`src/design/tmpg_ram.sv`:
```
`timescale 1ns / 1ps

module tmpg_ram #(
  parameter int WIDTH = 8,
  parameter int DEPTH = 256
) (
  input  logic                     clk_i,
  input  logic                     we_i,
  input  logic [$clog2(DEPTH)-1:0] waddr_i,
  input  logic [WIDTH-1:0]         wdata_i,
  input  logic [$clog2(DEPTH)-1:0] raddr_i,
  output logic [WIDTH-1:0]         rdata_o
);

  logic [WIDTH-1:0] mem_q [DEPTH];

  // A read and a write to the same entry in one cycle return the old word.
  always_ff @(posedge clk_i) begin
    if (we_i) begin
      mem_q[waddr_i] <= wdata_i;
    end
    rdata_o <= mem_q[raddr_i];
  end

endmodule

```
`config.mk`:
```
export PLATFORM = sky130hd
export DESIGN_NAME = tmpg_ram
export DESIGN_NICKNAME = d
export VERILOG_FILES = /design/src/design/tmpg_ram.sv
export SDC_FILE = /design/constraint.sdc
export NUM_CORES = 2
export LEC_CHECK = 0
export BUFFER_PORTS_ARGS = -buffer_cell sky130_fd_sc_hd__buf_2
export CAP_MARGIN = 20
export CORE_ASPECT_RATIO = 1.5
export CORE_MARGIN = 4
export CORE_UTILIZATION = 58
export CTS_CLUSTER_DIAMETER = 120
export DETAILED_ROUTE_END_ITERATION = 10
export HOLD_SLACK_MARGIN = 0.05
export PLACE_DENSITY = 0.72
export SYNTH_ARGS = -nofsm -noshare
export SYNTH_HDL_FRONTEND = slang
export SYNTH_SLANG_ARGS = --single-unit
```
`constraint.sdc`:
```
create_clock -name clk_i -period 2.92 [get_ports clk_i]
set_input_delay 0.146 -clock clk_i [delete_from_list [all_inputs] [get_ports clk_i]]
set_output_delay 0.146 -clock clk_i [all_outputs]
set_load 0.03 [all_outputs]
```
==> results.cfg <==
[yosys]
postSynthCellCount = 3733
synth_seq_cells = 2056
synth-compound-area-share_pct = 3.42
synth-simple-area-share_pct = 2.63
syn_nets = 3759
synth_adder_area_share_pct = 0
yosysSeqAreaShare_pct = 77.5
yosys_warnings = 0
synth.avg_cell_area_um2 = 21.3
synth_top_family_by_area = multiplexers
synth-xor-area-share_pct = 0
netlist_area_um2 = 79600
synthMuxAreaShare_pct = 14.6
synthArstFlopShare_pct = 0
synth_edf_count = 2048
synthFlopType = edfxtp_1
synth_cell_types = 55

[clocking]
path_clk_slew_ns = 0.06
cts_buffer_depth = 3
cts.sinks = 2056
h-tree-depth = 4
ctsResizeCount = 0
cts_made_buffers = 178
cts_setup_buffers = 0
insertion_delay_ns = 0.79
root_buffer = clkbuf_16
cts_tree = yes

[final_layout]
fillers = 8443
drive_above_1_share_pct = 29.0
syn_to_final_growth_pct = 14.2
area.sequential_um2 = 61700
post-route-util_pct = 66.6
final_common_cell = edfxtp_1
fin_nets = 4265
final_cell_mix = edfxtp_1 (2048), buf_4 (472), mux4_2 (454), nor2_1 (279), clkbuf_16 (181)
instances_no_fill = 6154
multi_input_area_um2 = 16500

[floorplanning]
die_y_um = 462
initial_core_util_pct = 58.3
core_um2 = 136000
io_pins = 34
rows = 166
die_area_um2 = 143000
die_w_um = 310

[power]
power_density_nw_per_um2 = 649
p_leak_nw = 29.1
finalPower_mw = 58.9
vdd_ir_drop_max_v = 0.000454

[sta]
finalSetupViolations = 0
whs_ns = 0.110
fin_crit_sh_pct = 94.8
maxSlewHeadroom_pct = 22.2
skew_ns = 0.0253
fin_crit_ns = 2.77
maxSlewViolCount = 0
hold_viol = 0
fin_ws_ns = 0.151
worstMarginPinSlew_ns = 1.16
fmax_ghz = 0.361
rsz0062_at_grt = no

[hold_path]
min_to = mem_q[167][5]
worstHoldStart = waddr_i[1]
min_path_cells = 4
hold_class = in2reg

[global_route]
grt_pass1_wl_um = 281000
grt_pass1_vias = 41000
overflow = 0
grt_antenna_before_repair = 9
grt_use_total_pct = 27.4
grt_max_degree = 136

[setup_path]
cp_top_family = compound AO/OA/AOI/OAI gates
r2r_cells = 6
required_ns = 3.56
cpPeakStageDelay_ns = 0.64
path_max_fanout = 1
crit_arrival_ns = 3.41
r2r-start = mem_q[80][3]
crit_type = reg2reg
crit_chain = mux4_2, a22o_1, a221oi_1, o32ai_1, nor3_1, nor4_1
crit_buf_inv = 0
start_kind = flop
r2r_end = rdata_o[3]
regToRegSetupSlack_ns = 0.15
worstSetupEndpointType = flop
cpMaxStageDelayCell = nor3_1

[drt]
vias = 40000
ant_nets = 0
finalWirelength_um = 191000
viasPerCell = 6.50
drt_iter0_drc = 4987
drc = 0
drt-wirelength-per-cell_um = 31.0
first_pass_iters = 6

[run]
drv_cap = 0

[placed_design]
place_congestion = 0.883
portBuffers = 33
place.detailed.hpwl_um = 126000
dpl_worst_slack_ns = -0.704
dp_cells = 5812

[status]
status = finished clean
-- report_power, final --
group	switching, mW	internal [mW]	total (mW)
clock	10.1	13.1	23.2
sequential	0.0477	32.5	32.6
combinational	1.95	1.19	3.14
total	12.2	46.8	58.9
-- flip-flops by register name, indices dropped and copies added, names as in the netlist --
| signal | cells |
|---|---|
| mem_q | 2048 |
| rdata_o | 8 |
-- cell families after synthesis --
kind of cell	count (synthesis)
and+or+nand+nor	466
AOI/OAI and AO/OA	385
muxes	591
DFF	2056
buffers and inverters	235
-- worst max-delay path by stage --
| stage | cells past startpoint | from | end |
|---|---|---|---|
| floorplan | 9 | raddr_i[0] | rdata_o[2] |
| global placement | 9 | raddr_i[0] | rdata_o[2] |
| detailed placement | 9 | raddr_i[0] | rdata_o[2] |
| CTS | 9 | raddr_i[0] | rdata_o[2] |
| global route | 9 | raddr_i[0] | rdata_o[2] |
| finish | 6 | mem_q[80][3] | rdata_o[3] |
-- Yosys cell counts, drive strengths merged (2+ instances only) --
library cell  instances  share of area [%]
o22a                  5              0.055
o221ai               47               0.53
o211ai               10              0.094
a211oi               16               0.15
nand2b                8              0.063
o32ai                 5              0.064
a311oi                2              0.022
nor4                 27               0.24
buf                 122                1.3
o22ai                28               0.22
nand3                34               0.21
nor3                 22               0.14
mux2i               134                1.7
dfxtp                 8               0.20
o21ai                12              0.075
and2                  6              0.047
nand4                10              0.079
a2111oi               5              0.066
a22o                  8              0.088
a21oi                96               0.60
nand3b                2              0.019
mux4                456                 13
a22oi               133                1.3
nand2                33               0.16
a31oi                 2              0.016
or2                   4              0.031
nor2b                31               0.24
edfxtp             2048                 77
nor2                282                1.3
clkbuf              111               0.52
a221oi               14               0.16
and3b                 2              0.022
-- metrics by stage --
stage	setup TNS [ns]	instance area, um^2
3_3_place_gp	-2.12	85000
4_1_cts	0	90800
2_1_floorplan	0	79600
3_5_place_dp	-2.51	85000
5_1_grt	0	90800
6_report	0	90900
-- routing by layer --
layer  track usage (%)  up-vias  part of all wire (%)
li1                  -    16700                     -
met1              35.3    21100                    35
met4              12.6        0                   5.1
met3              4.45      394                   7.7
met5                 0        -                     0
met2              46.4     1849                    52
-- cell type report --
| class | count | area share [%] |
|---|---|---|
| Multi-Input combinational cell | 1442 | 18.1 |
| Timing Repair Buffer | 559 | 5.28 |
| Inverter | 2 | 0.00826 |
| Sequential cell | 2056 | 67.9 |
| Clock inverter | 106 | 1.10 |
| Antenna cell | 10 | 0.0275 |
| Tap cell | 1764 | 2.43 |
| Clock buffer | 215 | 5.16 |
-- tightest hold or removal path: cells and delay by family --
family	cells	cell delay, ns
buf+inv	2	0.33
simple gates	2	0.23
-- repair_timing --
item	4_1_cts	5_1_grt
setup endpoints to repair	0	0
hold buffers	11	0
hold endpoints to repair	628	0
No activity file was read; power rests on OpenSTA's default activity.
