$ cat src/design/tmpg_pkg.sv
`timescale 1ns / 1ps

package tmpg_pkg;

  // Screen and glyph geometry.
  localparam int TEXT_LINES   = 25;
  localparam int TEXT_COLUMNS = 80;
  localparam int GLYPH_WIDTH  = 8;
  localparam int GLYPH_HEIGHT = 16;

  localparam int CELL_COUNT  = TEXT_LINES * TEXT_COLUMNS;
  localparam int CELL_AW     = $clog2(CELL_COUNT);
  localparam int GLYPH_COUNT = 256 * GLYPH_WIDTH * GLYPH_HEIGHT;
  localparam int GLYPH_AW    = $clog2(GLYPH_COUNT);
  localparam int FRAME_PIXELS = TEXT_LINES * GLYPH_HEIGHT * TEXT_COLUMNS * GLYPH_WIDTH;

  // The clearing pass after reset covers the larger of the two memories.
  localparam int CLEAR_LEN = (CELL_COUNT > GLYPH_COUNT) ? CELL_COUNT : GLYPH_COUNT;
  localparam int CLEAR_W   = $clog2(CLEAR_LEN);

  // Field widths.
  localparam int OPCODE_W = 2;
  localparam int LINE_W   = 6;
  localparam int COL_W    = 8;
  localparam int CHAR_W   = 8;
  localparam int COLOR_W  = 4;
  localparam int GROW_W   = 4;
  localparam int GCOL_W   = 3;
  localparam int COV_W    = 8;
  localparam int PIX_W    = 18;
  localparam int RGBA_W   = 32;
  localparam int CHAN_W   = 8;

  // Result queue.
  localparam int FIFO_DEPTH = 8;
  localparam int FIFO_AW    = $clog2(FIFO_DEPTH);

  // Palette levels and channel select bits.
  localparam logic [CHAN_W-1:0] LEVEL_DIM  = 8'h7f;
  localparam logic [CHAN_W-1:0] LEVEL_FULL = 8'hff;
  localparam logic [CHAN_W-1:0] ALPHA      = 8'hff;
  localparam logic [2:0]        BIT_RED    = 3'b100;
  localparam logic [2:0]        BIT_GREEN  = 3'b010;
  localparam logic [2:0]        BIT_BLUE   = 3'b001;

  typedef enum logic [OPCODE_W-1:0] {
    OP_WRITE_CELL  = 2'd0,
    OP_WRITE_GLYPH = 2'd1,
    OP_RENDER      = 2'd2
  } op_e;

  // One entry of the cell memory: attribute in the upper byte.
  typedef struct packed {
    logic [COLOR_W-1:0] bg;
    logic [COLOR_W-1:0] fg;
    logic [CHAR_W-1:0]  ch;
  } cell_t;

  typedef struct packed {
    logic              vld;
    logic [PIX_W-1:0]  pix;
    logic [GROW_W-1:0] grow;
    logic [GCOL_W-1:0] gcol;
  } lookup_t;

  typedef struct packed {
    logic               vld;
    logic [PIX_W-1:0]   pix;
    logic [COLOR_W-1:0] fg;
    logic [COLOR_W-1:0] bg;
  } blend_req_t;

  typedef struct packed {
    logic [PIX_W-1:0]  pixel_index;
    logic [RGBA_W-1:0] pixel_rgba;
  } result_t;

  function automatic logic [CHAN_W-1:0] palette_channel(input logic [COLOR_W-1:0] entry,
                                                        input logic [2:0] sel);
    if ((entry[2:0] & sel) == 3'b000) begin
      return '0;
    end
    return entry[3] ? LEVEL_FULL : LEVEL_DIM;
  endfunction

  function automatic logic [GLYPH_AW-1:0] glyph_addr(input logic [CHAR_W-1:0] ch,
                                                     input logic [GROW_W-1:0] row,
                                                     input logic [GCOL_W-1:0] col);
    return GLYPH_AW'((32'(ch) * GLYPH_HEIGHT + 32'(row)) * GLYPH_WIDTH + 32'(col));
  endfunction

endpackage

$ cat src/design/tmpg_blend.sv
`timescale 1ns / 1ps

module tmpg_blend (
  input  logic                           clk_i,
  input  logic                           rst_ni,
  input  tmpg_pkg::blend_req_t           req_i,
  input  logic [tmpg_pkg::COV_W-1:0]     cov_i,
  output logic                           res_valid_o,
  output tmpg_pkg::result_t              res_o
);
  import tmpg_pkg::*;

  localparam logic [2:0] CH_SEL [3] = '{BIT_RED, BIT_GREEN, BIT_BLUE};

  logic              vld_q;
  logic [PIX_W-1:0]  pix_q;
  logic [15:0]       num_d [3];
  logic [15:0]       num_q [3];
  logic [CHAN_W-1:0] chan  [3];

  // First half: from*255 + (to - from)*coverage for each channel.
  always_comb begin
    logic [CHAN_W-1:0] from_c;
    logic [CHAN_W-1:0] to_c;
    logic signed [8:0]  diff;
    logic signed [8:0]  cov_s;
    logic signed [17:0] base;
    logic signed [17:0] prod;
    for (int k = 0; k < 3; k++) begin
      from_c   = palette_channel(req_i.bg, CH_SEL[k]);
      to_c     = palette_channel(req_i.fg, CH_SEL[k]);
      diff     = $signed({1'b0, to_c}) - $signed({1'b0, from_c});
      cov_s    = $signed({1'b0, cov_i});
      base     = $signed(18'({from_c, 8'b0}) - 18'(from_c));
      prod     = 18'(diff) * 18'(cov_s);
      num_d[k] = 16'(base + prod);
    end
  end

  always_ff @(posedge clk_i or negedge rst_ni) begin
    if (!rst_ni) begin
      vld_q <= 1'b0;
    end else begin
      vld_q <= req_i.vld;
    end
  end

  always_ff @(posedge clk_i) begin
    pix_q <= req_i.pix;
    for (int k = 0; k < 3; k++) begin
      num_q[k] <= num_d[k];
    end
  end

  // Second half: floor(n / 255) as (n + (n >> 8) + 1) >> 8, exact for n <= 255*255.
  always_comb begin
    logic [15:0] sum;
    for (int k = 0; k < 3; k++) begin
      sum     = num_q[k] + (num_q[k] >> 8) + 16'd1;
      chan[k] = sum[15:8];
    end
  end

  assign res_valid_o       = vld_q;
  assign res_o.pixel_index = pix_q;
  assign res_o.pixel_rgba  = {chan[0], chan[1], chan[2], ALPHA};

endmodule

$ cat config.mk
export PLATFORM = sky130hd
export DESIGN_NAME = tmpg_blend
export DESIGN_NICKNAME = d
export VERILOG_FILES = /design/src/design/tmpg_pkg.sv /design/src/design/tmpg_blend.sv
export SDC_FILE = /design/constraint.sdc
export NUM_CORES = 1
export LEC_CHECK = 0
export BUFFER_PORTS_ARGS = -buffer_cell sky130_fd_sc_hd__buf_2
export CORE_MARGIN = 2
export CORE_UTILIZATION = 28
export DETAILED_ROUTE_END_ITERATION = 10
export PLACE_DENSITY = 0.43
export SETUP_SLACK_MARGIN = 0.2
export SKIP_LAST_GASP = 1
export SLEW_MARGIN = 20
export SYNTH_ARGS = -nofsm -noshare
export SYNTH_HDL_FRONTEND = slang
export SYNTH_SLANG_ARGS = --single-unit
$ cat constraint.sdc
create_clock -name clk_i -period 2.25 [get_ports clk_i]
set_input_delay 0.1125 -clock clk_i [delete_from_list [all_inputs] [get_ports clk_i]]
set_output_delay 0.1125 -clock clk_i [all_outputs]
set_load 0.02 [all_outputs]
==> metrics.log <==
INFO  metric clk_pin_slew = 60 ps
INFO  metric number_of_max_cap_violations = 0
INFO  metric layout-area-overhead-vs-synth = 48.9%
INFO  metric path_class = in2reg
INFO  metric netlist_area = 0.0110 mm²
INFO  metric antenna_cells = 0
INFO  metric crit_path_max_incr_delay = 520 ps
INFO  metric worst_hold_slack = 17.8 ps
INFO  metric fill_cells = 3,854
INFO  metric grt.overflow.total = 0
INFO  metric number_of_buffers_added_by_the_clock_tree_synthesis_step = 9
INFO  metric grtUsageMet2 = 23.9%
INFO  metric fp.dieW = 202 µm
INFO  metric worst_ep_arrival_time = 4950 ps
INFO  metric post_detailed_route_drc_marker_count = 0
INFO  metric route.detailed.vias_per_inst = 4.12
INFO  metric highest_net_fanout_along_the_worst_path = 5
INFO  metric synth_flop_cell = sky130_fd_sc_hd__dfxtp_1
INFO  metric grt.met3_usage = 1.40%
INFO  metric post-layout-total-power = 26.8 mW
INFO  metric failing_checks = setup timing
INFO  metric die_area = 0.0410 mm²
INFO  metric drt_pass1_iterations = 4
INFO  metric fraction_of_met1_tracks_used_by_global_routing = 18.1%
INFO  metric status = finished with violations
INFO  metric post_route_minimum_period = 4700 ps
INFO  metric sum_of_negative_setup_slack = -67,910 ps
INFO  metric rows = 72
INFO  metric grt_pass1_wl = 44.9 mm
INFO  metric first_global_vias = 9,203
INFO  metric power_leakage = 8.10 nW
INFO  metric floorplan.initialDensity = 28.5%
INFO  metric synth_cells = 1,149
INFO  metric gr-max-usage-layer = met2
INFO  metric stdcell_count = 2,030
INFO  metric synth_top_cell_by_area = sky130_fd_sc_hd__fa_1
INFO  metric crit_buf_inv = 10
INFO  metric setup_ws = -2450 ps
INFO  metric final.period_utilization = 209%
INFO  metric timing.critical_path.max_delay_family = adder cells
INFO  metric layout-drive-gt1-share = 41.3%
INFO  metric vias_after_detailed_routing = 8,356
INFO  metric placement.io_buffers = 79
INFO  metric maximum_number_of_pins_on_one_net_before_global_route_repair = 14
INFO  metric worstHoldPathType = in2reg
INFO  metric hpwlAfterDp = 22.0 mm
INFO  metric postSynthAreaPerCell = 9.60 µm²
INFO  metric placeableCoreArea = 0.0387 mm²
INFO  metric post_synth_edffs = 0
INFO  metric commonest_non_fill_non_tap_cells_in_the_layout = sky130_fd_sc_hd__buf_4, sky130_fd_sc_hd__inv_1, sky130_fd_sc_hd__fa_1, sky130_fd_sc_hd__ha_1, sky130_fd_sc_hd__xnor2_1
INFO  metric vdd_drop_max = 0.807 mV
INFO  metric detail_route.wirelength = 26.0 mm
INFO  metric worst-endpoint-required = 2500 ps
INFO  metric die_height = 202 µm
INFO  metric timing.final.hold_violations = 0
INFO  metric critical_path_end_type = flop
INFO  metric top_level_ports = 88
INFO  metric place_inst = 1,942
INFO  metric worstSetupStartpointType = primary input
INFO  metric timing.fmax = 213 MHz
INFO  metric grt_antenna_before_repair = 0
INFO  metric finalWeightedCongestion = 0.770
INFO  metric grt_usage = 13.6%
INFO  metric power_density = 1630 mW/mm²
INFO  metric final_core_util = 42.4%
INFO  metric synth.lib_cells_used.distinct = 55
INFO  metric worst_path_max_delay_cell = sky130_fd_sc_hd__fa_1
INFO  metric cts.path.max_buffers = 2
INFO  metric ys.warnings.count = 0
INFO  metric multi_input_gate_area_in_the_final_layout = 0.0100 mm²
INFO  metric mostFrequentLayoutCell = sky130_fd_sc_hd__buf_4
INFO  metric register_bit_total_from_synthesis = 67
INFO  metric htreeDepth = 3
INFO  metric seq_area = 0.00137 mm²
INFO  metric route.detailed.wl_per_inst = 12.8 µm
INFO  metric fin_nets = 1,872
INFO  metric detail_route.iter0.violations = 137
INFO  metric cts.root.buffer_cell = sky130_fd_sc_hd__clkbuf_16
INFO  metric clock_sinks = 67
INFO  metric grt_setup_unrepaired = true
INFO  metric synth_largest_type_area_fraction = 33.8%
INFO  metric postSynth.asyncResetShare = 1.49%
INFO  metric finalSetupViolCount = 56
INFO  metric finalMaxSlewViolations = 0
INFO  metric drtAntennaViolNets = 0
INFO  metric ys_seq_area_share = 12.2%
INFO  metric crit_chain = buf_8 -> buf_6 -> ha_4 -> nand2b_4 -> a21o_1 -> a21oi_4 -> nand2_4 -> buf_4 -> buf_4 -> inv_1 -> fa_1 -> fa_1 -> inv_1 -> fa_1 -> inv_1 -> fa_1 -> inv_1 -> fa_1 -> inv_1 -> ha_1 -> nor3_1 -> a311o_1 -> buf_4 -> xnor2_1
INFO  metric post_synth_main_area_contributors = sky130_fd_sc_hd__fa_1, sky130_fd_sc_hd__ha_1, sky130_fd_sc_hd__dfxtp_1
INFO  metric cts_tree = done
[routing by layer]
| layer | up-vias | wire length [µm] |
|---|---|---|
| li1 | 4201 | - |
| met1 | 4089 | 12300 |
| met2 | 55 | 13000 |
| met3 | 11 | 405 |
| met4 | 0 | 261 |
| met5 | - | 0 |
[Yosys cell counts, types with 16 or more instances]
cell type / count
sky130_fd_sc_hd__inv_1: 285
sky130_fd_sc_hd__fa_1: 186
sky130_fd_sc_hd__ha_1: 142
sky130_fd_sc_hd__xnor2_1: 88
sky130_fd_sc_hd__nand2_1: 70
sky130_fd_sc_hd__dfxtp_1: 66
sky130_fd_sc_hd__and2_1: 42
sky130_fd_sc_hd__a21oi_1: 28
sky130_fd_sc_hd__nor2_1: 28
sky130_fd_sc_hd__xor2_1: 26
sky130_fd_sc_hd__clkbuf_1: 23
sky130_fd_sc_hd__nor2b_1: 20
sky130_fd_sc_hd__o21ai_0: 17
sky130_fd_sc_hd__o21a_1: 16
[final cells by class]
class | count | share of cell area, %
clock buffer | 9 | 1.37
clock inverter | 7 | 0.754
inverter | 285 | 6.62
multi-input combinational | 773 | 61.0
sequential | 67 | 8.32
tap | 518 | 3.95
timing repair buffer | 371 | 18.0
[cells by family (layout without fill, tap and decap cells)]
logic type | count (synthesis) | in the layout | share of synthesized area [%]
xor+xnor | 118 | 118 | 9.76
simple gates | 196 | 196 | 8.88
compound gates | 118 | 118 | 7.75
mux | 5 | 5 | 0.476
fa+ha+maj | 328 | 328 | 49.9
flops | 67 | 67 | 12.2
buf+inv | 316 | 672 | 11.0
other cells | 1 | 8 | 0.0340
[through the flow]
stage          setup slack, ps  area [µm²]
3_3_place_gp             -2940       14300
2_1_floorplan            -2750       11700
5_1_grt                  -2620       16400
3_5_place_dp             -2980       14300
6_report                 -2450       16400
4_1_cts                  -2450       16000
[sequential cells by signal, indices dropped and copies added (netlist names)]
| signal | count |
|---|---|
| res_valid_o | 1 |
| pix_q | 18 |
| num_q | 48 |
[timing repair]
action,4_1_cts,5_1_grt
pin swaps,139,97
setup endpoints to repair,63,63
endpoints found under the hold margin,20,0
setup buffers,36,16
hold buffers,20,0
resized for setup,184,82
[worst min-delay path, cell delays in order]
cell,delay [ps]
sky130_fd_sc_hd__buf_8,90
sky130_fd_sc_hd__nand2_1,60
sky130_fd_sc_hd__o21ai_0,70
[path summary, 6_finish.rpt]
path,startpoint,end,slack (ps),cells after the start
setup / recovery,req_i[4],num_q[0][45]$_DFF_P_,-2450,24
hold / removal,req_i[4],num_q[0][32]$_DFF_P_,20,3
max in group asynchronous,rst_ni,res_valid_o$_DFF_PN0_,2100,2
min in group asynchronous,rst_ni,res_valid_o$_DFF_PN0_,70,2
[power by group]
group | internal, mW | switching, mW | total, mW
Combinational | 12.5 | 10.3 | 22.8
Clock | 1.09 | 0.609 | 1.70
Sequential | 1.85 | 0.439 | 2.29
Total | 15.5 | 11.4 | 26.8
(Power assumes the default switching activity.)
