**config.mk**
```make
export PLATFORM = sky130hd
export DESIGN_NAME = tmpg_out_fifo_flat
export DESIGN_NICKNAME = d
export VERILOG_FILES = /design/src/design/tmpg_pkg.sv /design/src/design/tmpg_rsp_if.sv /design/src/design/tmpg_out_fifo.sv /design/src/flat_wrapper.sv
export SDC_FILE = /design/constraint.sdc
export NUM_CORES = 1
export LEC_CHECK = 0
export BUFFER_PORTS_ARGS = -buffer_cell sky130_fd_sc_hd__clkbuf_2
export CELL_PAD_IN_SITES_DETAIL_PLACEMENT = 1
export CELL_PAD_IN_SITES_GLOBAL_PLACEMENT = 1
export CORE_MARGIN = 1
export CORE_UTILIZATION = 54
export DETAILED_ROUTE_END_ITERATION = 16
export PLACE_DENSITY = 0.88
export SKIP_CTS_REPAIR_TIMING = 1
export SYNTH_ARGS = -nofsm -noshare
export SYNTH_HDL_FRONTEND = slang
export SYNTH_SLANG_ARGS = --single-unit
```
**constraint.sdc**
```tcl
create_clock -name clk_i -period 6.2 [get_ports clk_i]
set_input_delay 0.93 -clock clk_i [delete_from_list [all_inputs] [get_ports clk_i]]
set_output_delay 0.93 -clock clk_i [all_outputs]
set_load 0.05 [all_outputs]
```
**src/design/tmpg_pkg.sv**
```systemverilog
`timescale 1ns / 1ps

package tmpg_pkg;

  // Screen and glyph geometry.
  localparam int TEXT_LINES   = 25;
  localparam int TEXT_COLUMNS = 80;
  localparam int GLYPH_WIDTH  = 8;
  localparam int GLYPH_HEIGHT = 16;

  localparam int CELL_COUNT  = TEXT_LINES * TEXT_COLUMNS;
  localparam int CELL_AW     = $clog2(CELL_COUNT);
  localparam int GLYPH_COUNT = 256 * GLYPH_WIDTH * GLYPH_HEIGHT;
  localparam int GLYPH_AW    = $clog2(GLYPH_COUNT);
  localparam int FRAME_PIXELS = TEXT_LINES * GLYPH_HEIGHT * TEXT_COLUMNS * GLYPH_WIDTH;

  // The clearing pass after reset covers the larger of the two memories.
  localparam int CLEAR_LEN = (CELL_COUNT > GLYPH_COUNT) ? CELL_COUNT : GLYPH_COUNT;
  localparam int CLEAR_W   = $clog2(CLEAR_LEN);

  // Field widths.
  localparam int OPCODE_W = 2;
  localparam int LINE_W   = 6;
  localparam int COL_W    = 8;
  localparam int CHAR_W   = 8;
  localparam int COLOR_W  = 4;
  localparam int GROW_W   = 4;
  localparam int GCOL_W   = 3;
  localparam int COV_W    = 8;
  localparam int PIX_W    = 18;
  localparam int RGBA_W   = 32;
  localparam int CHAN_W   = 8;

  // Result queue.
  localparam int FIFO_DEPTH = 8;
  localparam int FIFO_AW    = $clog2(FIFO_DEPTH);

  // Palette levels and channel select bits.
  localparam logic [CHAN_W-1:0] LEVEL_DIM  = 8'h7f;
  localparam logic [CHAN_W-1:0] LEVEL_FULL = 8'hff;
  localparam logic [CHAN_W-1:0] ALPHA      = 8'hff;
  localparam logic [2:0]        BIT_RED    = 3'b100;
  localparam logic [2:0]        BIT_GREEN  = 3'b010;
  localparam logic [2:0]        BIT_BLUE   = 3'b001;

  typedef enum logic [OPCODE_W-1:0] {
    OP_WRITE_CELL  = 2'd0,
    OP_WRITE_GLYPH = 2'd1,
    OP_RENDER      = 2'd2
  } op_e;

  // One entry of the cell memory: attribute in the upper byte.
  typedef struct packed {
    logic [COLOR_W-1:0] bg;
    logic [COLOR_W-1:0] fg;
    logic [CHAR_W-1:0]  ch;
  } cell_t;

  typedef struct packed {
    logic              vld;
    logic [PIX_W-1:0]  pix;
    logic [GROW_W-1:0] grow;
    logic [GCOL_W-1:0] gcol;
  } lookup_t;

  typedef struct packed {
    logic               vld;
    logic [PIX_W-1:0]   pix;
    logic [COLOR_W-1:0] fg;
    logic [COLOR_W-1:0] bg;
  } blend_req_t;

  typedef struct packed {
    logic [PIX_W-1:0]  pixel_index;
    logic [RGBA_W-1:0] pixel_rgba;
  } result_t;

  function automatic logic [CHAN_W-1:0] palette_channel(input logic [COLOR_W-1:0] entry,
                                                        input logic [2:0] sel);
    if ((entry[2:0] & sel) == 3'b000) begin
      return '0;
    end
    return entry[3] ? LEVEL_FULL : LEVEL_DIM;
  endfunction

  function automatic logic [GLYPH_AW-1:0] glyph_addr(input logic [CHAR_W-1:0] ch,
                                                     input logic [GROW_W-1:0] row,
                                                     input logic [GCOL_W-1:0] col);
    return GLYPH_AW'((32'(ch) * GLYPH_HEIGHT + 32'(row)) * GLYPH_WIDTH + 32'(col));
  endfunction

endpackage

```
**src/design/tmpg_rsp_if.sv**
```systemverilog
`timescale 1ns / 1ps

interface tmpg_rsp_if;
  import tmpg_pkg::*;

  logic              valid;
  logic              ready;
  logic [PIX_W-1:0]  pixel_index;
  logic [RGBA_W-1:0] pixel_rgba;

  modport source (
    output valid, pixel_index, pixel_rgba,
    input  ready
  );

  modport sink (
    input  valid, pixel_index, pixel_rgba,
    output ready
  );
endinterface

```
**src/design/tmpg_out_fifo.sv**
```systemverilog
`timescale 1ns / 1ps

module tmpg_out_fifo (
  input  logic               clk_i,
  input  logic               rst_ni,
  input  logic               push_i,
  input  tmpg_pkg::result_t  din_i,
  tmpg_rsp_if.source         rsp_o
);
  import tmpg_pkg::*;

  result_t            mem_q [FIFO_DEPTH];
  logic [FIFO_AW-1:0] wr_ptr_q, wr_ptr_d;
  logic [FIFO_AW-1:0] rd_ptr_q, rd_ptr_d;
  logic [FIFO_AW:0]   count_q, count_d;
  logic               pop;

  assign pop = rsp_o.valid && rsp_o.ready;

  always_comb begin
    wr_ptr_d = push_i ? wr_ptr_q + 1'b1 : wr_ptr_q;
    rd_ptr_d = pop ? rd_ptr_q + 1'b1 : rd_ptr_q;
    count_d  = count_q + (FIFO_AW + 1)'(push_i) - (FIFO_AW + 1)'(pop);
  end

  always_ff @(posedge clk_i or negedge rst_ni) begin
    if (!rst_ni) begin
      wr_ptr_q <= '0;
      rd_ptr_q <= '0;
      count_q  <= '0;
    end else begin
      wr_ptr_q <= wr_ptr_d;
      rd_ptr_q <= rd_ptr_d;
      count_q  <= count_d;
    end
  end

  always_ff @(posedge clk_i) begin
    if (push_i) begin
      mem_q[wr_ptr_q] <= din_i;
    end
  end

  assign rsp_o.valid       = (count_q != '0);
  assign rsp_o.pixel_index = mem_q[rd_ptr_q].pixel_index;
  assign rsp_o.pixel_rgba  = mem_q[rd_ptr_q].pixel_rgba;

endmodule

```
**src/flat_wrapper.sv**
```systemverilog
// flat-port wrapper written by rule: the top's interface ports become plain ports
module tmpg_out_fifo_flat import tmpg_pkg::*;
  (clk_i, rst_ni, push_i, din_i, rsp_o_valid, rsp_o_pixel_index, rsp_o_pixel_rgba, rsp_o_ready);
  tmpg_rsp_if rsp_o_i ();
  input  logic clk_i;
  input  logic rst_ni;
  input  logic push_i;
  input  tmpg_pkg::result_t din_i;
  output wire logic [$bits(rsp_o_i.valid)-1:0] rsp_o_valid;
  output wire logic [$bits(rsp_o_i.pixel_index)-1:0] rsp_o_pixel_index;
  output wire logic [$bits(rsp_o_i.pixel_rgba)-1:0] rsp_o_pixel_rgba;
  input wire logic [$bits(rsp_o_i.ready)-1:0] rsp_o_ready;
  assign rsp_o_valid = rsp_o_i.valid;
  assign rsp_o_pixel_index = rsp_o_i.pixel_index;
  assign rsp_o_pixel_rgba = rsp_o_i.pixel_rgba;
  assign rsp_o_i.ready = rsp_o_ready;
  tmpg_out_fifo u_core (.clk_i(clk_i), .rst_ni(rst_ni), .push_i(push_i), .din_i(din_i), .rsp_o(rsp_o_i));
endmodule
```
==> results.yml, run 1 <==
run_status:
  status: "completed"
yosys:
  synth_simple_gate_area_share: 0.00505
  syn_inst: 632
  ys_ff_latch: 410
  synth_commonest_cells: "edfxtp_1 (400), mux4_1 (68), mux2_2 (52), mux4_2 (32)"
  syn-cell-area_um2: 15900
  yosys.area_share.xor_xnor: 0.00331
  synth-compound-area-share: 0.000789
  yosysWarnings: 0
  async_flop_share: 0.0244
  synth_seq_area_share: 0.773
  synth_edf_count: 400
  synth_fa_ha_area_frac: 0.00678
  yosysTopAreaCellShare: 0.757
  yosysMostFrequentCell: "edfxtp_1"
  synth_ff_type: "edfxtp_1"
  synthMuxAreaShare: 0.195
  syn_nets: 694
  synth_top_family_by_area: "multiplexers"
  synthTopCellsByArea: "edfxtp_1 (76%), mux4_1 (11%), mux4_2 (4.5%)"
  synthesis.area_per_instance_um2: 25.1
  yosys.area.top_type: "edfxtp_1"
  synth_cell_type_count: 23
grt:
  grt_max_degree: 68
  top_usage_layer: "met2"
  grt-ovfl-total: 0
  grt_pass1_vias: 7749
  grt_util_met1: 0.297
  grt_usage: 0.227
  met2_usage: 0.393
  gr-usage-met3: 0.0423
  grt_first_pass_wirelength_um: 49400
  grt_antenna_before_repair: 3
critical_path:
  cp_max_fo: 67
  rrSetupSlack_ns: 3.56
  arrival_ns: 3.37
  crit_path_end_kind: "output port"
  reg2reg_depth: 11
  criticalPathCategory: "reg2out"
  regToRegStartpoint: "u_core.count_q[2]"
  crit_required_ns: 5.27
  start_kind: "flop"
  reg2reg_to: "u_core.count_q[2]"
flow_run:
  maxCapViolCount: 0
routing:
  drtPass1Iterations: 5
  post-route-drc-count: 0
  num_vias: 6999
  drt_iter0_markers: 576
  postRouteAntennaNets: 0
  vias_per_cell: 5.94
  wirelength_um: 32800
  wl_per_cell_um: 27.9
sta:
  rsz0062_at_grt: "no"
  slew_viol_final: 0
  worst_pin_slew_ns: 1.20
  max_freq_mhz: 233
  fin_crit_sh: 0.693
  final_hold_viol_count: 0
  setup_viol: 0
  fin_skew_ns: 0.0205
  fin_setup_tns_ns: 0
  slew_headroom: 0.203
  layout_min_cycle_time_ns: 4.30
cts:
  path_clk_slew_ns: 0.06
  root_buffer: "clkbuf_16"
  clkLatencyLatePin_ns: 0.54
  cts_sinks: 410
  htreeDepth: 2
  cts_tree: "built"
  cts_buffers: 40
  clk_path_buf_depth: 3
floorplanning:
  io_pins: 105
  coreArea_um2: 28800
  start_util: 0.551
  rows: 62
  die_area_um2: 30100
  die_h_um: 173
  die_x_um: 173
pwr:
  power.density_nw_per_um2: 520
  ir_drop_mv: 0.267
  p_leak_nw: 6.15
  fin_total_pwr_mw: 9.40
cells_and_area:
  drive_gt1_frac: 0.332
  multi_input_area_um2: 3400
  fillers: 2318
  nNetsFinal: 823
  syn2layout_area_growth_pct: 14.1
  seq_area_um2: 12300
place:
  io_buffers: 104
  dp_hpwl_um: 17600
  globalplace.congestion: 0.693
hold_path:
  worstHoldPathType: "in2async"
metrics by stage:
step | setup slack [ns] | instance area [um^2] | utilization | hold slack [ns] | std cells
global placement | 2.52 | 16800 | 0.584 | 0.533 | 1103
detailed placement | 2.44 | 16800 | 0.584 | 0.552 | 1103
global route | 1.74 | 18100 | 0.629 | 0.272 | 1176
CTS | 1.85 | 18100 | 0.629 | 0.267 | 1176
finish | 1.90 | 18100 | 0.629 | 0.273 | 1179
floorplan | 1.24 | 15900 | - | 0.517 | 632
how the worst max path moves through the flow:
stage / start / endpoint / slack, ns / cells after the start
floorplan: push_i / u_core.mem_q[0][0] / 1.24 / 2
global placement: u_core.rd_ptr_q[0] / rsp_o_pixel_rgba[27] / 2.52 / 4
detailed placement: u_core.rd_ptr_q[0] / rsp_o_pixel_rgba[27] / 2.44 / 4
CTS: u_core.rd_ptr_q[0] / rsp_o_pixel_rgba[27] / 1.85 / 4
global route: u_core.rd_ptr_q[0] / rsp_o_pixel_rgba[27] / 1.74 / 4
finish: u_core.rd_ptr_q[0] / rsp_o_pixel_rgba[27] / 1.90 / 4
cell families (layout without fill, tap and decap cells):
kind of cell / count (synthesis) / after routing
XOR/XNOR: 6 / 6
multiplexers: 152 / 152
other: 0 / 3
adder cells (fa/ha/maj): 8 / 8
buffers and inverters: 37 / 197
AO/OA/AOI/OAI: 2 / 2
AND/OR/NAND/NOR: 17 / 17
flip-flops: 410 / 410
state kept, by name (all words and copies together), names as in the netlist:
name	cells
u_core.rd_ptr_q	3
u_core.wr_ptr_q	3
u_core.count_q	4
u_core.mem_q	400
placed cells by master (no fill, tap or decap), drive strengths merged, types with 3 or more instances in the layout:
cell type	netlist	layout
mux2	52	52
bufinv	0	5
nand2	4	4
diode	0	3
edfxtp	400	400
nand2b	3	3
xnor2	4	4
nor2	6	6
clkbuf	3	158
ha	7	7
mux4	100	100
buf	25	11
clkinv	0	12
inv	9	11
dfrtp	10	10
per-layer routing:
layer / share of wire / up-vias
met5: 0.00030 / -
met4: 0.021 / 2
met3: 0.050 / 54
met2: 0.52 / 235
met1: 0.41 / 3699
li1: - / 3009
area by class of cell:
| cell class | count | area share |
|---|---|---|
| flip-flops and latches | 410 | 0.678 |
| multi-input cells | 185 | 0.188 |
| clock buffers | 54 | 0.0594 |
| repair buffers | 115 | 0.0340 |
| well taps | 384 | 0.0265 |
| clock inverters | 19 | 0.0120 |
| inverters | 9 | 0.00187 |
| diodes | 3 | 0.000415 |
worst max-delay path, stage by stage (launching register included):
cell	delay (ns)
dfrtp_4	1.21
buf_12	0.37
mux4_1	0.63
mux2_2	0.31
clkbuf_2	0.25
report_power, final:
| group | switching [mW] | internal [mW] |
|---|---|---|
| sequential | 0.333 | 3.50 |
| clock | 0.981 | 1.43 |
| combinational | 2.01 | 1.16 |
No activity file was read; power rests on OpenSTA's default activity.
==> inputs of run 2 (changes only) <==
--- a/config.mk
+++ b/config.mk
@@ -9,9 +9,9 @@
 export CELL_PAD_IN_SITES_DETAIL_PLACEMENT = 1
 export CELL_PAD_IN_SITES_GLOBAL_PLACEMENT = 1
 export CORE_MARGIN = 1
-export CORE_UTILIZATION = 54
+export CORE_UTILIZATION = 48
 export DETAILED_ROUTE_END_ITERATION = 16
-export PLACE_DENSITY = 0.88
+export PLACE_DENSITY = 0.84
 export SKIP_CTS_REPAIR_TIMING = 1
 export SYNTH_ARGS = -nofsm -noshare
 export SYNTH_HDL_FRONTEND = slang
==> constraint.sdc (replaced) <==
create_clock -name clk_i -period 3.59 [get_ports clk_i]
set_input_delay 0.5385 -clock clk_i [delete_from_list [all_inputs] [get_ports clk_i]]
set_output_delay 0.5385 -clock clk_i [all_outputs]
set_load 0.05 [all_outputs]
==> results.yml, run 2 (synthesized netlist as in run 1, its figures left out) <==
floorplanning:
  start_util: 0.488
  coreArea_um2: 32500
  io_pins: 105
  die_x_um: 184
  rows: 66
  die_h_um: 184
  die_area_um2: 33800
hold_path:
  worstHoldPathType: "in2reg"
  hold_depth: 1
cts:
  clkLatencyLatePin_ns: 0.54
  clk_path_buf_depth: 3
  path_clk_slew_ns: 0.06
  root_buffer: "clkbuf_16"
  cts_tree: "built"
  cts_sinks: 410
  htreeDepth: 2
  cts_buffers: 43
cells_and_area:
  mostFrequentLayoutCells: "edfxtp_1 (400), clkbuf_2 (104), mux4_1 (68)"
  top_regs: "u_core.mem_q x400, u_core.count_q x4"
  largest_reg_flops: 400
  layout_commonest_cell: "edfxtp_1"
  drive_gt1_frac: 0.351
  nNetsFinal: 838
  top_register: "u_core.mem_q"
  syn2layout_area_growth_pct: 16.2
routing:
  wl_per_cell_um: 25.2
  drtPass1Iterations: 4
  post-route-drc-count: 0
  postRouteAntennaNets: 0
  drt_iter0_markers: 380
  num_vias: 6862
  wirelength_um: 31600
  vias_per_cell: 5.48
place:
  io_buffers: 104
  globalplace.congestion: 0.663
  dp_hpwl_um: 18100
critical_path:
  cp_max_fo: 55
  crit_path_end_kind: "output port"
  criticalPathCategory: "reg2out"
  reg2reg_depth: 11
  arrival_ns: 2.72
  start_kind: "flop"
  crit_required_ns: 3.05
sta:
  max_freq_mhz: 307
  layout_min_cycle_time_ns: 3.26
  worst_pin_slew_ns: 0.907
  holdWs_ns: 0.280
  final_hold_viol_count: 0
  setup_viol: 0
  rsz0062_at_grt: "no"
  fin_skew_ns: 0.0173
  slew_viol_final: 0
  fin_crit_sh: 0.908
  slew_headroom: 0.395
  fin_setup_tns_ns: 0
flow_run:
  maxCapViolCount: 0
pwr:
  ir_drop_mv: 0.457
  power.density_nw_per_um2: 892
  p_leak_nw: 6.30
run_status:
  status: "completed"
grt:
  grt_pass1_vias: 7636
  grt_usage: 0.191
  grt_first_pass_wirelength_um: 46700
  grt_antenna_before_repair: 3
  grt_max_degree: 56
  grt-ovfl-total: 0
==> run 2: power by group <==
group / switching (mW) / leakage [nW] / total [mW] / internal, mW
logic: 3.56 / 1.86 / 5.65 / 2.09
clock network: 1.74 / 0.685 / 4.33 / 2.59
registers: 0.432 / 3.75 / 6.46 / 6.03
total: 5.74 / 6.30 / 16.4 / 10.7
==> run 2: critical path, stage by stage, from the launching register on <==
cell,delay [ns]
dfrtp_4,0.58
buf_12,0.39
mux4_1,0.63
mux2_2,0.31
clkbuf_2,0.24
==> run 2: path summary, 6_finish.rpt <==
| path | slack [ns] | start | to |
|---|---|---|---|
| worst max-delay path | 0.33 | u_core.rd_ptr_q[0] | rsp_o_pixel_index[0] |
| worst min-delay path | 0.28 | din_i[22] | u_core.mem_q[1][22] |
| worst max register to register | 1.03 | u_core.count_q[2] | u_core.count_q[2] |
| worst min register to register | 0.58 | u_core.wr_ptr_q[1] | u_core.wr_ptr_q[1] |
| max in group asynchronous | 2.93 | rst_ni | u_core.rd_ptr_q[0] |
| min in group asynchronous | 0.43 | rst_ni | u_core.count_q[0] |
==> run 2: area by class of cell <==
cell class	instances	area [um^2]
diodes	1	2.50
clock buffers	57	1170
clock inverters	21	221
fillers	2757	14100
inverters	9	33.8
multi-input cells	185	3410
flip-flops and latches	410	12300
well taps	442	553
repair buffers	127	771
==> run 2: routing by layer <==
metal	GRT usage	vias up	routed length [um]
li1	-	3040	-
met1	0.246	3607	13100
met2	0.334	170	16200
met3	0.0406	41	1790
met4	0.0420	4	425
met5	0	-	22
==> run 2: metrics by stage <==
stage                     std cells  instance area, um^2  power [mW]   util  setup slack, ns
final                          1252                18400        16.4  0.567            0.330
after global routing           1251                18400        17.1  0.567            0.240
after CTS                      1250                18400        16.7  0.566            0.300
after detailed placement       1172                17000        12.3  0.523            0.896
after global placement         1172                17000        12.1  0.523            0.914
after floorplan                 632                15900        10.9      -            0.367
